--- config.mk ---
export PLATFORM = sky130hd
export DESIGN_NAME = stepper_pulse_generator_with_homing
export DESIGN_NICKNAME = d
export VERILOG_FILES = /design/src/hw/rtl/spg_pkg.sv /design/src/hw/rtl/spg_in_stage.sv /design/src/hw/rtl/spg_core.sv /design/src/hw/rtl/spg_out_stage.sv /design/src/hw/rtl/stepper_pulse_generator_with_homing.sv
export SDC_FILE = /design/constraint.sdc
export NUM_CORES = 1
export LEC_CHECK = 0
export BUFFER_PORTS_ARGS = -buffer_cell sky130_fd_sc_hd__buf_2
export CELL_PAD_IN_SITES_DETAIL_PLACEMENT = 0
export CELL_PAD_IN_SITES_GLOBAL_PLACEMENT = 1
export CORE_UTILIZATION = 50
export DETAILED_ROUTE_END_ITERATION = 8
export GPL_ROUTABILITY_DRIVEN = 1
export PLACE_DENSITY_LB_ADDON = 0.3
export SYNTH_ARGS = -nofsm -noshare
export SYNTH_HDL_FRONTEND = slang
export SYNTH_HIERARCHICAL = 1
export SYNTH_SLANG_ARGS = --single-unit
--- constraint.sdc ---
create_clock -name aclk -period 13.29 [get_ports aclk]
set_input_delay 0.6645 -clock aclk [delete_from_list [all_inputs] [get_ports aclk]]
set_output_delay 0.6645 -clock aclk [all_outputs]
set_load 0.02 [all_outputs]
--- src/hw/rtl/spg_pkg.sv ---
// Types and constants of the stepper pulse generator.
// Used by the input stage, core, result stage and top level; depends on nothing.
`default_nettype none
package spg_pkg;

    localparam logic [1:0] CMD_TICK  = 2'd0;
    localparam logic [1:0] CMD_WRITE = 2'd1;
    localparam logic [1:0] CMD_READ  = 2'd2;

    localparam logic [2:0] SEL_MOVE   = 3'd0;
    localparam logic [2:0] SEL_PPR    = 3'd1;
    localparam logic [2:0] SEL_STATUS = 3'd2;
    localparam logic [2:0] SEL_PERIOD = 3'd3;
    localparam logic [2:0] SEL_MACRO  = 3'd4;

    localparam logic [1:0] CFG_ACTIVE_LEVEL = 2'd0;
    localparam logic [1:0] CFG_ON_TICKS     = 2'd1;
    localparam logic [1:0] CFG_OFF_TICKS    = 2'd2;

    localparam logic [15:0] PPR_DEFAULT     = 16'd100;
    localparam logic [7:0]  PERIOD_DEFAULT  = 8'd100;
    localparam logic [15:0] PERIOD_MIN      = 16'd50;
    localparam logic [15:0] PERIOD_MAX      = 16'd250;
    localparam logic [16:0] HOME_PULSES_MAX = 17'h1FFFF;

    typedef struct packed {
        logic [1:0]  command;
        logic [2:0]  reg_select;
        logic [15:0] write_value;
        logic        home_sense;
    } in_item_t;

    typedef struct packed {
        logic        step_level;
        logic        direction;
        logic [15:0] read_data;
        logic        error_code;
        logic        homing_active;
        logic        moving;
    } result_t;

    typedef struct packed {
        logic       active_level;
        logic [6:0] on_ticks;
        logic [6:0] off_ticks;
    } cfg_t;

endpackage
`default_nettype wire

--- src/hw/rtl/spg_in_stage.sv ---
// Input register of the stepper pulse generator.
// Depends on spg_pkg for the item type.
`default_nettype none
module spg_in_stage import spg_pkg::*; (
    input  wire logic     aclk,
    input  wire logic     aresetn,
    input  wire logic     s_valid,
    output logic          s_ready,
    input  wire in_item_t s_item,
    input  wire logic     advance,
    output logic          item_valid,
    output in_item_t      item
);

    logic     valid_reg;
    in_item_t item_reg;

    assign s_ready    = !valid_reg || advance;
    assign item_valid = valid_reg;
    assign item       = item_reg;

    always_ff @(posedge aclk) begin
        if (!aresetn) begin
            valid_reg <= 1'b0;
        end else if (s_ready) begin
            valid_reg <= s_valid;
        end
    end

    always_ff @(posedge aclk) begin
        if (s_ready && s_valid) begin
            item_reg <= s_item;
        end
    end

endmodule
`default_nettype wire

--- src/hw/rtl/spg_core.sv ---
// Motion state and per-item update of the stepper pulse generator.
// Depends on spg_pkg for item, result and configuration types.
`default_nettype none
module spg_core import spg_pkg::*; (
    input  wire logic     aclk,
    input  wire logic     aresetn,
    input  wire logic     fire,
    input  wire in_item_t item,
    input  wire cfg_t     cfg,
    output result_t       result
);

    logic [14:0] rem_reg, rem_next;
    logic [7:0]  phase_reg, phase_next;
    logic [7:0]  div_reg, div_next;
    logic [7:0]  period_reg, period_next;
    logic [15:0] ppr_reg, ppr_next;
    logic        homing_reg, homing_next;
    logic        want_reg, want_next;
    logic        hdir_reg, hdir_next;
    logic [16:0] hp_reg, hp_next;
    logic        step_reg, step_next;
    logic        dir_reg, dir_next;
    logic [15:0] rd;
    logic        err;
    logic [7:0]  bound;
    logic [7:0]  on_ext;

    assign bound  = {1'b0, cfg.on_ticks} + {1'b0, cfg.off_ticks};
    assign on_ext = {1'b0, cfg.on_ticks};

    always_comb begin
        rem_next    = rem_reg;
        phase_next  = phase_reg;
        div_next    = div_reg;
        period_next = period_reg;
        ppr_next    = ppr_reg;
        homing_next = homing_reg;
        want_next   = want_reg;
        hdir_next   = hdir_reg;
        hp_next     = hp_reg;
        step_next   = step_reg;
        dir_next    = dir_reg;
        rd          = '0;
        err         = 1'b0;
        case (item.command)
            CMD_TICK: begin
                if (div_reg >= period_reg) begin
                    div_next = '0;
                    if (homing_reg) begin
                        homing_next = item.home_sense ^ want_reg;
                        dir_next    = hdir_reg;
                        rem_next    = 15'd1;
                        if (!homing_next) begin
                            hp_next = '0;
                        end
                    end
                    if (hp_next > {1'b0, ppr_reg}) begin
                        homing_next = 1'b0;
                        hp_next     = '0;
                    end
                    if (rem_next != '0) begin
                        if (phase_next <= on_ext) begin
                            step_next  = !cfg.active_level;
                            phase_next = phase_next + 8'd1;
                        end
                        if (phase_next > on_ext && phase_next < bound) begin
                            step_next  = cfg.active_level;
                            phase_next = phase_next + 8'd1;
                        end
                        if (phase_next >= bound) begin
                            phase_next = '0;
                            rem_next   = rem_next - 15'd1;
                            if (homing_next && hp_next < HOME_PULSES_MAX) begin
                                hp_next = hp_next + 17'd1;
                            end
                            step_next = cfg.active_level;
                        end
                    end
                end else begin
                    div_next = div_reg + 8'd1;
                end
            end
            CMD_WRITE: begin
                case (item.reg_select)
                    SEL_MOVE: begin
                        rem_next = item.write_value[14:0];
                        dir_next = item.write_value[15];
                    end
                    SEL_PPR: begin
                        ppr_next = (item.write_value == '0) ? PPR_DEFAULT : item.write_value;
                    end
                    SEL_PERIOD: begin
                        if (item.write_value < PERIOD_MIN) begin
                            period_next = PERIOD_MIN[7:0];
                        end else if (item.write_value > PERIOD_MAX) begin
                            period_next = PERIOD_MAX[7:0];
                        end else begin
                            period_next = item.write_value[7:0];
                        end
                    end
                    SEL_MACRO: begin
                        homing_next = item.write_value[0];
                        want_next   = item.write_value[1];
                        hdir_next   = item.write_value[2];
                        hp_next     = '0;
                    end
                    default: begin
                        err = 1'b1;
                    end
                endcase
            end
            CMD_READ: begin
                case (item.reg_select)
                    SEL_MOVE:   rd = {1'b0, rem_reg};
                    SEL_PPR:    rd = ppr_reg;
                    SEL_STATUS: rd = {15'd0, !(item.home_sense ^ cfg.active_level)};
                    SEL_PERIOD: rd = {8'd0, period_reg};
                    default:    err = 1'b1;
                endcase
            end
            default: begin
                err = 1'b1;
            end
        endcase
    end

    always_comb begin
        result.step_level    = step_next;
        result.direction     = dir_next;
        result.read_data     = rd;
        result.error_code    = err;
        result.homing_active = homing_next;
        result.moving        = (rem_next != '0);
    end

    always_ff @(posedge aclk) begin
        if (!aresetn) begin
            rem_reg    <= '0;
            phase_reg  <= '0;
            div_reg    <= '0;
            period_reg <= PERIOD_DEFAULT;
            ppr_reg    <= PPR_DEFAULT;
            homing_reg <= 1'b0;
            want_reg   <= 1'b0;
            hdir_reg   <= 1'b0;
            hp_reg     <= '0;
            step_reg   <= 1'b0;
            dir_reg    <= 1'b0;
        end else if (fire) begin
            rem_reg    <= rem_next;
            phase_reg  <= phase_next;
            div_reg    <= div_next;
            period_reg <= period_next;
            ppr_reg    <= ppr_next;
            homing_reg <= homing_next;
            want_reg   <= want_next;
            hdir_reg   <= hdir_next;
            hp_reg     <= hp_next;
            step_reg   <= step_next;
            dir_reg    <= dir_next;
        end
    end

endmodule
`default_nettype wire

--- src/hw/rtl/spg_out_stage.sv ---
// Result register of the stepper pulse generator.
// Depends on spg_pkg for the result type.
`default_nettype none
module spg_out_stage import spg_pkg::*; (
    input  wire logic    aclk,
    input  wire logic    aresetn,
    input  wire logic    load,
    input  wire result_t result,
    output logic         can_load,
    output logic         m_valid,
    input  wire logic    m_ready,
    output result_t      m_result
);

    logic    valid_reg;
    result_t result_reg;

    assign can_load = !valid_reg || m_ready;
    assign m_valid  = valid_reg;
    assign m_result = result_reg;

    always_ff @(posedge aclk) begin
        if (!aresetn) begin
            valid_reg <= 1'b0;
        end else if (can_load) begin
            valid_reg <= load;
        end
    end

    always_ff @(posedge aclk) begin
        if (load) begin
            result_reg <= result;
        end
    end

endmodule
`default_nettype wire

--- src/hw/rtl/stepper_pulse_generator_with_homing.sv ---
// Stepper step/direction pulse generator with homing, top level.
// Items wait in the input register, results in the result register.
// One item per cycle while the result is not stalled by m_ready. Throughput is
// set by the state update in the core between the input and result registers.
// Synchronous active-low reset returns all state and configuration to defaults.
`default_nettype none
module stepper_pulse_generator_with_homing import spg_pkg::*; (
    input  wire logic        aclk,
    input  wire logic        aresetn,
    input  wire logic        cfg_wr_en,
    input  wire logic [1:0]  cfg_index,
    input  wire logic [6:0]  cfg_wdata,
    input  wire logic        s_valid,
    output logic             s_ready,
    input  wire logic [1:0]  s_command,
    input  wire logic [2:0]  s_reg_select,
    input  wire logic [15:0] s_write_value,
    input  wire logic        s_home_sense,
    output logic             m_valid,
    input  wire logic        m_ready,
    output logic             m_step_level,
    output logic             m_direction,
    output logic [15:0]      m_read_data,
    output logic             m_error_code,
    output logic             m_homing_active,
    output logic             m_moving
);

    cfg_t     cfg_reg;
    in_item_t s_item;
    in_item_t item;
    logic     item_valid;
    logic     can_load;
    logic     fire;
    result_t  result;
    result_t  m_result;

    assign s_item.command     = s_command;
    assign s_item.reg_select  = s_reg_select;
    assign s_item.write_value = s_write_value;
    assign s_item.home_sense  = s_home_sense;
    assign fire               = item_valid && can_load;

    always_ff @(posedge aclk) begin
        if (!aresetn) begin
            cfg_reg.active_level <= 1'b1;
            cfg_reg.on_ticks     <= 7'd4;
            cfg_reg.off_ticks    <= 7'd8;
        end else if (cfg_wr_en) begin
            case (cfg_index)
                CFG_ACTIVE_LEVEL: cfg_reg.active_level <= cfg_wdata[0];
                CFG_ON_TICKS:     cfg_reg.on_ticks     <= cfg_wdata;
                CFG_OFF_TICKS:    cfg_reg.off_ticks    <= cfg_wdata;
                default:          cfg_reg              <= cfg_reg;
            endcase
        end
    end

    spg_in_stage u_in (
        .aclk       (aclk),
        .aresetn    (aresetn),
        .s_valid    (s_valid),
        .s_ready    (s_ready),
        .s_item     (s_item),
        .advance    (fire),
        .item_valid (item_valid),
        .item       (item)
    );

    spg_core u_core (
        .aclk    (aclk),
        .aresetn (aresetn),
        .fire    (fire),
        .item    (item),
        .cfg     (cfg_reg),
        .result  (result)
    );

    spg_out_stage u_out (
        .aclk     (aclk),
        .aresetn  (aresetn),
        .load     (fire),
        .result   (result),
        .can_load (can_load),
        .m_valid  (m_valid),
        .m_ready  (m_ready),
        .m_result (m_result)
    );

    assign m_step_level    = m_result.step_level;
    assign m_direction     = m_result.direction;
    assign m_read_data     = m_result.read_data;
    assign m_error_code    = m_result.error_code;
    assign m_homing_active = m_result.homing_active;
    assign m_moving        = m_result.moving;

endmodule
`default_nettype wire

==> results of run 1 <==
[cell families after synthesis]
| group | after synthesis |
|---|---|
| AO/OA/AOI/OAI | 240 |
| XOR/XNOR | 27 |
| adder cells (fa/ha/maj) | 64 |
| buffers and inverters | 110 |
| flip-flops | 137 |
| multiplexers | 35 |
| AND/OR/NAND/NOR | 390 |
[worst max path at each step]
stage	startpoint	end	slack (ps)	cells past startpoint
3_3_place_gp	cfg_reg[12]	u_core/hp_reg[16]	5910	28
5_1_grt	cfg_reg[12]	u_core/hp_reg[16]	4960	26
4_1_cts	cfg_reg[12]	u_core/hp_reg[16]	5620	28
2_1_floorplan	cfg_reg[12]	u_out/m_result[0]	6620	29
3_5_place_dp	cfg_reg[12]	u_core/hp_reg[16]	5720	28
6_report	cfg_reg[12]	u_core/hp_reg[16]	5520	28
[cell type report]
class                      instances  area, sq um  share of cell area
clock inverter                    13         97.6              0.0103
clock buffer                      19          443              0.0466
timing repair buffer              63          328              0.0345
sequential                       137         3170               0.334
inverter                          63          236              0.0249
tap                              220          275              0.0290
multi-input combinational        756         4950               0.521
[power groups by stage]
stage	logic [uW]	clock network (uW)	registers (uW)
finish	113	434	471
global route	124	459	472
CTS	111	440	470
detailed placement	110	0	479
global placement	110	0	479
floorplan	82.2	0	470
[synthesized netlist by cell type, types with 21 or more instances]
cell	instances
nor3_1	22
nor2_1	112
clkbuf_1	38
ha_1	63
a21oi_1	67
o21ai_0	36
inv_1	60
dfxtp_1	94
nand3_1	21
a211oi_1	21
mux2i_1	33
and2_1	24
nand2_1	116
edfxtp_1	43
[metrics by stage]
step           hold slack (ps)  utilization  setup slack, ps  instances
2_1_floorplan              439            -             6620       1003
3_3_place_gp               451        0.538             5910       1239
3_5_place_dp               463        0.538             5720       1239
4_1_cts                    404        0.571             5620       1271
5_1_grt                    399        0.571             4960       1271
6_report                   418        0.571             5520       1271
[critical path, delay by kind of cell (launching register included)]
| kind | cells | cell delay, ps |
|---|---|---|
| buffers and inverters | 2 | 200 |
| AND/OR/NAND/NOR | 10 | 3190 |
| XOR/XNOR | 1 | 150 |
| flip-flops | 1 | 360 |
| adder cells (fa/ha/maj) | 3 | 890 |
| multiplexers | 1 | 340 |
| AO/OA/AOI/OAI | 11 | 2560 |
[per-layer routing]
metal | wire, um | global-route usage
met5 | 0 | 0
met4 | 646 | 0.112
met3 | 1650 | 0.0559
met2 | 10500 | 0.437
met1 | 10600 | 0.362
==> out/results.tsv, run 1 <==
metric	value	unit
Post-Synth Simple-Gate Area	0.224	
worst reg2reg setup slack	5520	ps
die span in y	133	um
clock network power share	0.426	
Max VDD drop	93.8	uV
power density over the cells	107	mW/mm^2
Slew @ Worst Pin	1080	ps
final slew viol count	0	
CTS Hold Bufs	0	
Synth Cell Area	0.00856	sq mm
gr ovfl total	0	
DR iter-0 viols	792	
Crit Path Class	reg -> reg	
post-synthesis adder-cell area fraction	0.0945	
row count	47	
Crit path required time	13620	ps
reg-to-reg startpoint	cfg_reg[12]	
Post-synth EDFFs	43	
Worst R2R End	u_core/hp_reg[16]	
crit path time final	7770	ps
dpl hpwl	17100	um
largest family of logic cells by synthesized area	simple AND/OR/NAND/NOR gates	
Worst-path clk slew	60	ps
Synth async-reset ratio	0	
# resized after CTS	0	
sw power	282	uW
fillers	1538	
CP Launch Type	flop	
DIE AREA	0.0176	sq mm
Tcrit/Tclk final	0.585	
drt first pass iters	6	
Rel. slew slack	0.282	
FMAX	0.129	GHz
WHS Endpoint	u_in/item[20]	
Overall Power	1020	uW
first-pass GRT wire length	37800	um
top cell type by total area after synthesis	dfxtp_1	
vias post-DR	7708	
CTS Buffer Depth	2	
Area Overhead vs Synth	11.0	%
Yosys cell types	83	
via/cell ratio	6.06	
initial antenna violation count	0	
max-capacitance violation count	0	
mux share of post-synthesis cell area	0.0412	
DRC Markers	0	
most frequent cells in the layout	nand2_1, nor2_1, dfxtp_1	
crit-path max cell delay	510	ps
most used flip-flop cell after synthesis	dfxtp_1	
power share of the combinational group	0.111	
switching share of power	0.277	
Synth Register Bits	137	
Post-Layout Inst Area	0.00950	sq mm
Core ar.	0.0166	sq mm
latest clock arrival within the worst-skew pair	420	ps
Reg2Reg Depth	28	
Fin. Hold Viols	0	
Yosys top cell area share	0.220	
Die Wd	133	um
CTS tree	yes	
Ys Warns	6	
Worst path slowest cell	or4_1	
CTS Sinks	137	
Setup Buffers After CTS	0	
Synth area leaders	dfxtp_1, edfxtp_1, ha_1, nand2_1, nor2_1	
pin count of the biggest net entering global routing	51	
skew final	9.01	ps
gr usage total	0.274	
Largest register FFs	22	
RSZ-0062 raised after global routing	false	
Total Neg Setup Slack	0	ps
Syn Inst Count	1003	
Post-DP Area	0.00896	sq mm
Initial Util	0.514	
diode count	0	
worst hold path startpoint	s_command[0]	
crit-path max FO	7	
final net count	1138	
xor/xnor cell area share of the yosys netlist	0.0276	
Worst Hold Class	in -> reg	
compound-cell area share of the yosys netlist	0.191	
fraction of layout cells with a size suffix above 1	0.120	
H-Tree Depth	4	
Internal Power	736	uW
Num CTS Buffers	17	
leakage	0.00402	uW
Syn Area/Cell	8.53	sq um
sequential area share after synthesis	0.371	
crit end category	flop	
hold-critical path depth	1	
Boundary Pins	59	
vias in the first global route	7384	
total wire length	23400	um
IO buf count	58	
share of power burned in registers	0.463	
Routed Antenna Nets	0	
WL/cell	18.4	um
most common cell after layout, fill and taps aside	nand2_1	
# setup viols final	0	
syn_nets	1103	
Final GP Congestion	0.920	
status	finished clean	
Arr. time, crit path	8100	ps
root buffer cell	clkbuf_16	
No activity file was read; power rests on OpenSTA's default activity.
==> run 2: changes to the inputs <==
--- a/config.mk
+++ b/config.mk
@@ -8,7 +8,7 @@
 export BUFFER_PORTS_ARGS = -buffer_cell sky130_fd_sc_hd__buf_2
 export CELL_PAD_IN_SITES_DETAIL_PLACEMENT = 0
 export CELL_PAD_IN_SITES_GLOBAL_PLACEMENT = 1
-export CORE_UTILIZATION = 50
+export CORE_UTILIZATION = 47
 export DETAILED_ROUTE_END_ITERATION = 8
 export GPL_ROUTABILITY_DRIVEN = 1
 export PLACE_DENSITY_LB_ADDON = 0.3
==> constraint.sdc (replaced) <==
create_clock -name aclk -period 8 [get_ports aclk]
set_input_delay 0.4 -clock aclk [delete_from_list [all_inputs] [get_ports aclk]]
set_output_delay 0.4 -clock aclk [all_outputs]
set_load 0.02 [all_outputs]
==> run 2 against run 1 <==
  * Die area grew 6.3%
  * Routed wire length up 2.2%
  * Combinational power is 66% higher
  * Power is 70% higher
  * Fmax is 4.2% higher
  * Sequential cell count stayed put
  * Core utilization decreased by 2.6 points
  * Non-clock buffer count rose by 2
  * Final area increased by 0.63%
  * Register-to-register slack got worse by 5000 ps
==> out/results.tsv, run 2 (synthesis gave the netlist of run 1 again) <==
metric	value	unit	change
Area Overhead vs Synth	11.7	%	
final core utilization	0.545		-0.0257
Arr. time, crit path	7800	ps	-300 ps
CP Launch Type	flop		
max-capacitance violation count	0		unchanged
most frequent cells in the layout	nand2_1, nor2_1, dfxtp_1		
CTS Sinks	137		unchanged
family with the most delay on the worst path	simple AND/OR/NAND/NOR gates		
CTS Buffer Depth	2		unchanged
Fin. Hold Viols	0		unchanged
crit-path max cell delay	500	ps	about the same
crit-path max FO	7		unchanged
Slew @ Worst Pin	1030	ps	-45.8 ps
Worst-path clk slew	60	ps	about the same
pin count of the biggest net entering global routing	51		unchanged
Final GP Congestion	0.898		-2.5%
DR iter-0 viols	889		+12%
Crit path required time	8340	ps	-5280 ps
dpl hpwl	17500	um	+2.3%
Tcrit/Tclk final	0.932		+0.347
Reg2Reg Depth	28		unchanged
leakage	0.00405	uW	+0.65%
diode count	0		unchanged
share of power burned in registers	0.453		-0.010
DRC Markers	0		unchanged
reg-to-reg startpoint	cfg_reg[12]		
CTS Hold Bufs	0		unchanged
status	finished clean		
WL/cell	18.7	um	+1.7%
hold-critical path depth	1		unchanged
Internal Power	1250	uW	+70%
fraction of layout cells with a size suffix above 1	0.124		+0.00452
IO buf count	58		unchanged
row count	48		+2.1%
Crit Path Class	reg -> reg		
power share of the combinational group	0.108		-0.003
RSZ-0062 raised after global routing	false		
sw power	476	uW	+69%
Num CTS Buffers	17		unchanged
Rel. slew slack	0.312		+0.0305
WHS Endpoint	u_in/item[17]		
Initial Util	0.488		-0.0262
final slew viol count	0		unchanged
vias in the first global route	7102		-3.8%
total wire length	23900	um	+2.2%
clock network power share	0.439		+0.013
Worst path slowest cell	or4_1		
most common cell after layout, fill and taps aside	nand2_1		
Core ar.	0.0175	sq mm	+5.4%
final net count	1140		+0.18%
# setup viols final	0		unchanged
DIE AREA	0.0187	sq mm	+6.3%
latest clock arrival within the worst-skew pair	420	ps	about the same
first-pass GRT wire length	37800	um	about the same
Boundary Pins	59		unchanged
worst reg2reg setup slack	550	ps	-4970 ps
Die Wd	137	um	+3.1%
FMAX	0.134	GHz	+4.2%
Routed Antenna Nets	0		unchanged
H-Tree Depth	4		unchanged
gr usage total	0.267		-0.00711
vias post-DR	7598		-1.4%
crit end category	flop		
Max VDD drop	146	uV	+56%
root buffer cell	clkbuf_16		
skew final	5.99	ps	-3.02 ps
worst hold path startpoint	s_reg_select[0]		
Total Neg Setup Slack	0	ps	unchanged
die span in y	137	um	+3.1%
number of buffers and inverters on the critical path	2		unchanged
via/cell ratio	5.95		-2.0%
power density over the cells	181	mW/mm^2	+69%
CTS tree	yes		
Largest register FFs	22		unchanged
initial antenna violation count	0		unchanged
crit path time final	7450	ps	-316 ps
gr ovfl total	0		unchanged
switching share of power	0.275		-0.00184
drt first pass iters	6		unchanged
Worst R2R End	u_core/hp_reg[16]		
Worst Hold Class	in -> reg		
Hold Worst Slack	149	ps	-269 ps
-- run 2: metrics by stage --
stage	instance area, sq um	setup WS [ps]	power, uW	instances
final	9560	546	1730	1278
after global routing	9560	11.3	1790	1278
after CTS	9550	436	1740	1278
after detailed placement	8980	488	980	1246
after global placement	8980	663	979	1246
after floorplan	8560	1330	917	1003
-- run 2: worst max-delay path by stage --
stage                            from                end  slack (ps)  depth (start not counted)
after floorplan           cfg_reg[12]  u_out/m_result[0]        1330                         29
after global placement    cfg_reg[12]  u_core/hp_reg[16]         660                         28
after detailed placement  cfg_reg[12]  u_core/hp_reg[16]         490                         27
after CTS                 cfg_reg[12]  u_core/hp_reg[16]         440                         27
after global routing      cfg_reg[12]  u_core/hp_reg[16]          10                         27
final                     cfg_reg[12]  u_core/hp_reg[16]         550                         28
-- run 2: final cells by class --
type / instances / area (sq um)
fillers: 1673 / 7980
multi-input cells: 756 / 4960
flip-flops and latches: 137 / 3170
clock buffers: 19 / 443
repair buffers: 65 / 343
well taps: 225 / 282
inverters: 63 / 236
clock inverters: 13 / 121
-- run 2: repair_timing --
action / CTS / global route
setup endpoints to repair: 0 / 5
setup buffers: 0 / 0
hold endpoints to repair: 0 / 0
gates resized for setup: 0 / 3
-- run 2: power groups by stage --
| stage | combinational (uW) | clock (uW) | sequential (uW) |
|---|---|---|---|
| 2_1_floorplan | 137 | 0 | 781 |
| 3_3_place_gp | 183 | 0 | 796 |
| 3_5_place_dp | 183 | 0 | 796 |
| 4_1_cts | 185 | 772 | 781 |
| 5_1_grt | 207 | 801 | 786 |
| 6_report | 188 | 759 | 783 |
-- run 2: per-layer routing --
metal,share of wire,track usage
met1,0.45,0.359
met2,0.45,0.417
met5,0,0
met3,0.068,0.0474
met4,0.029,0.120
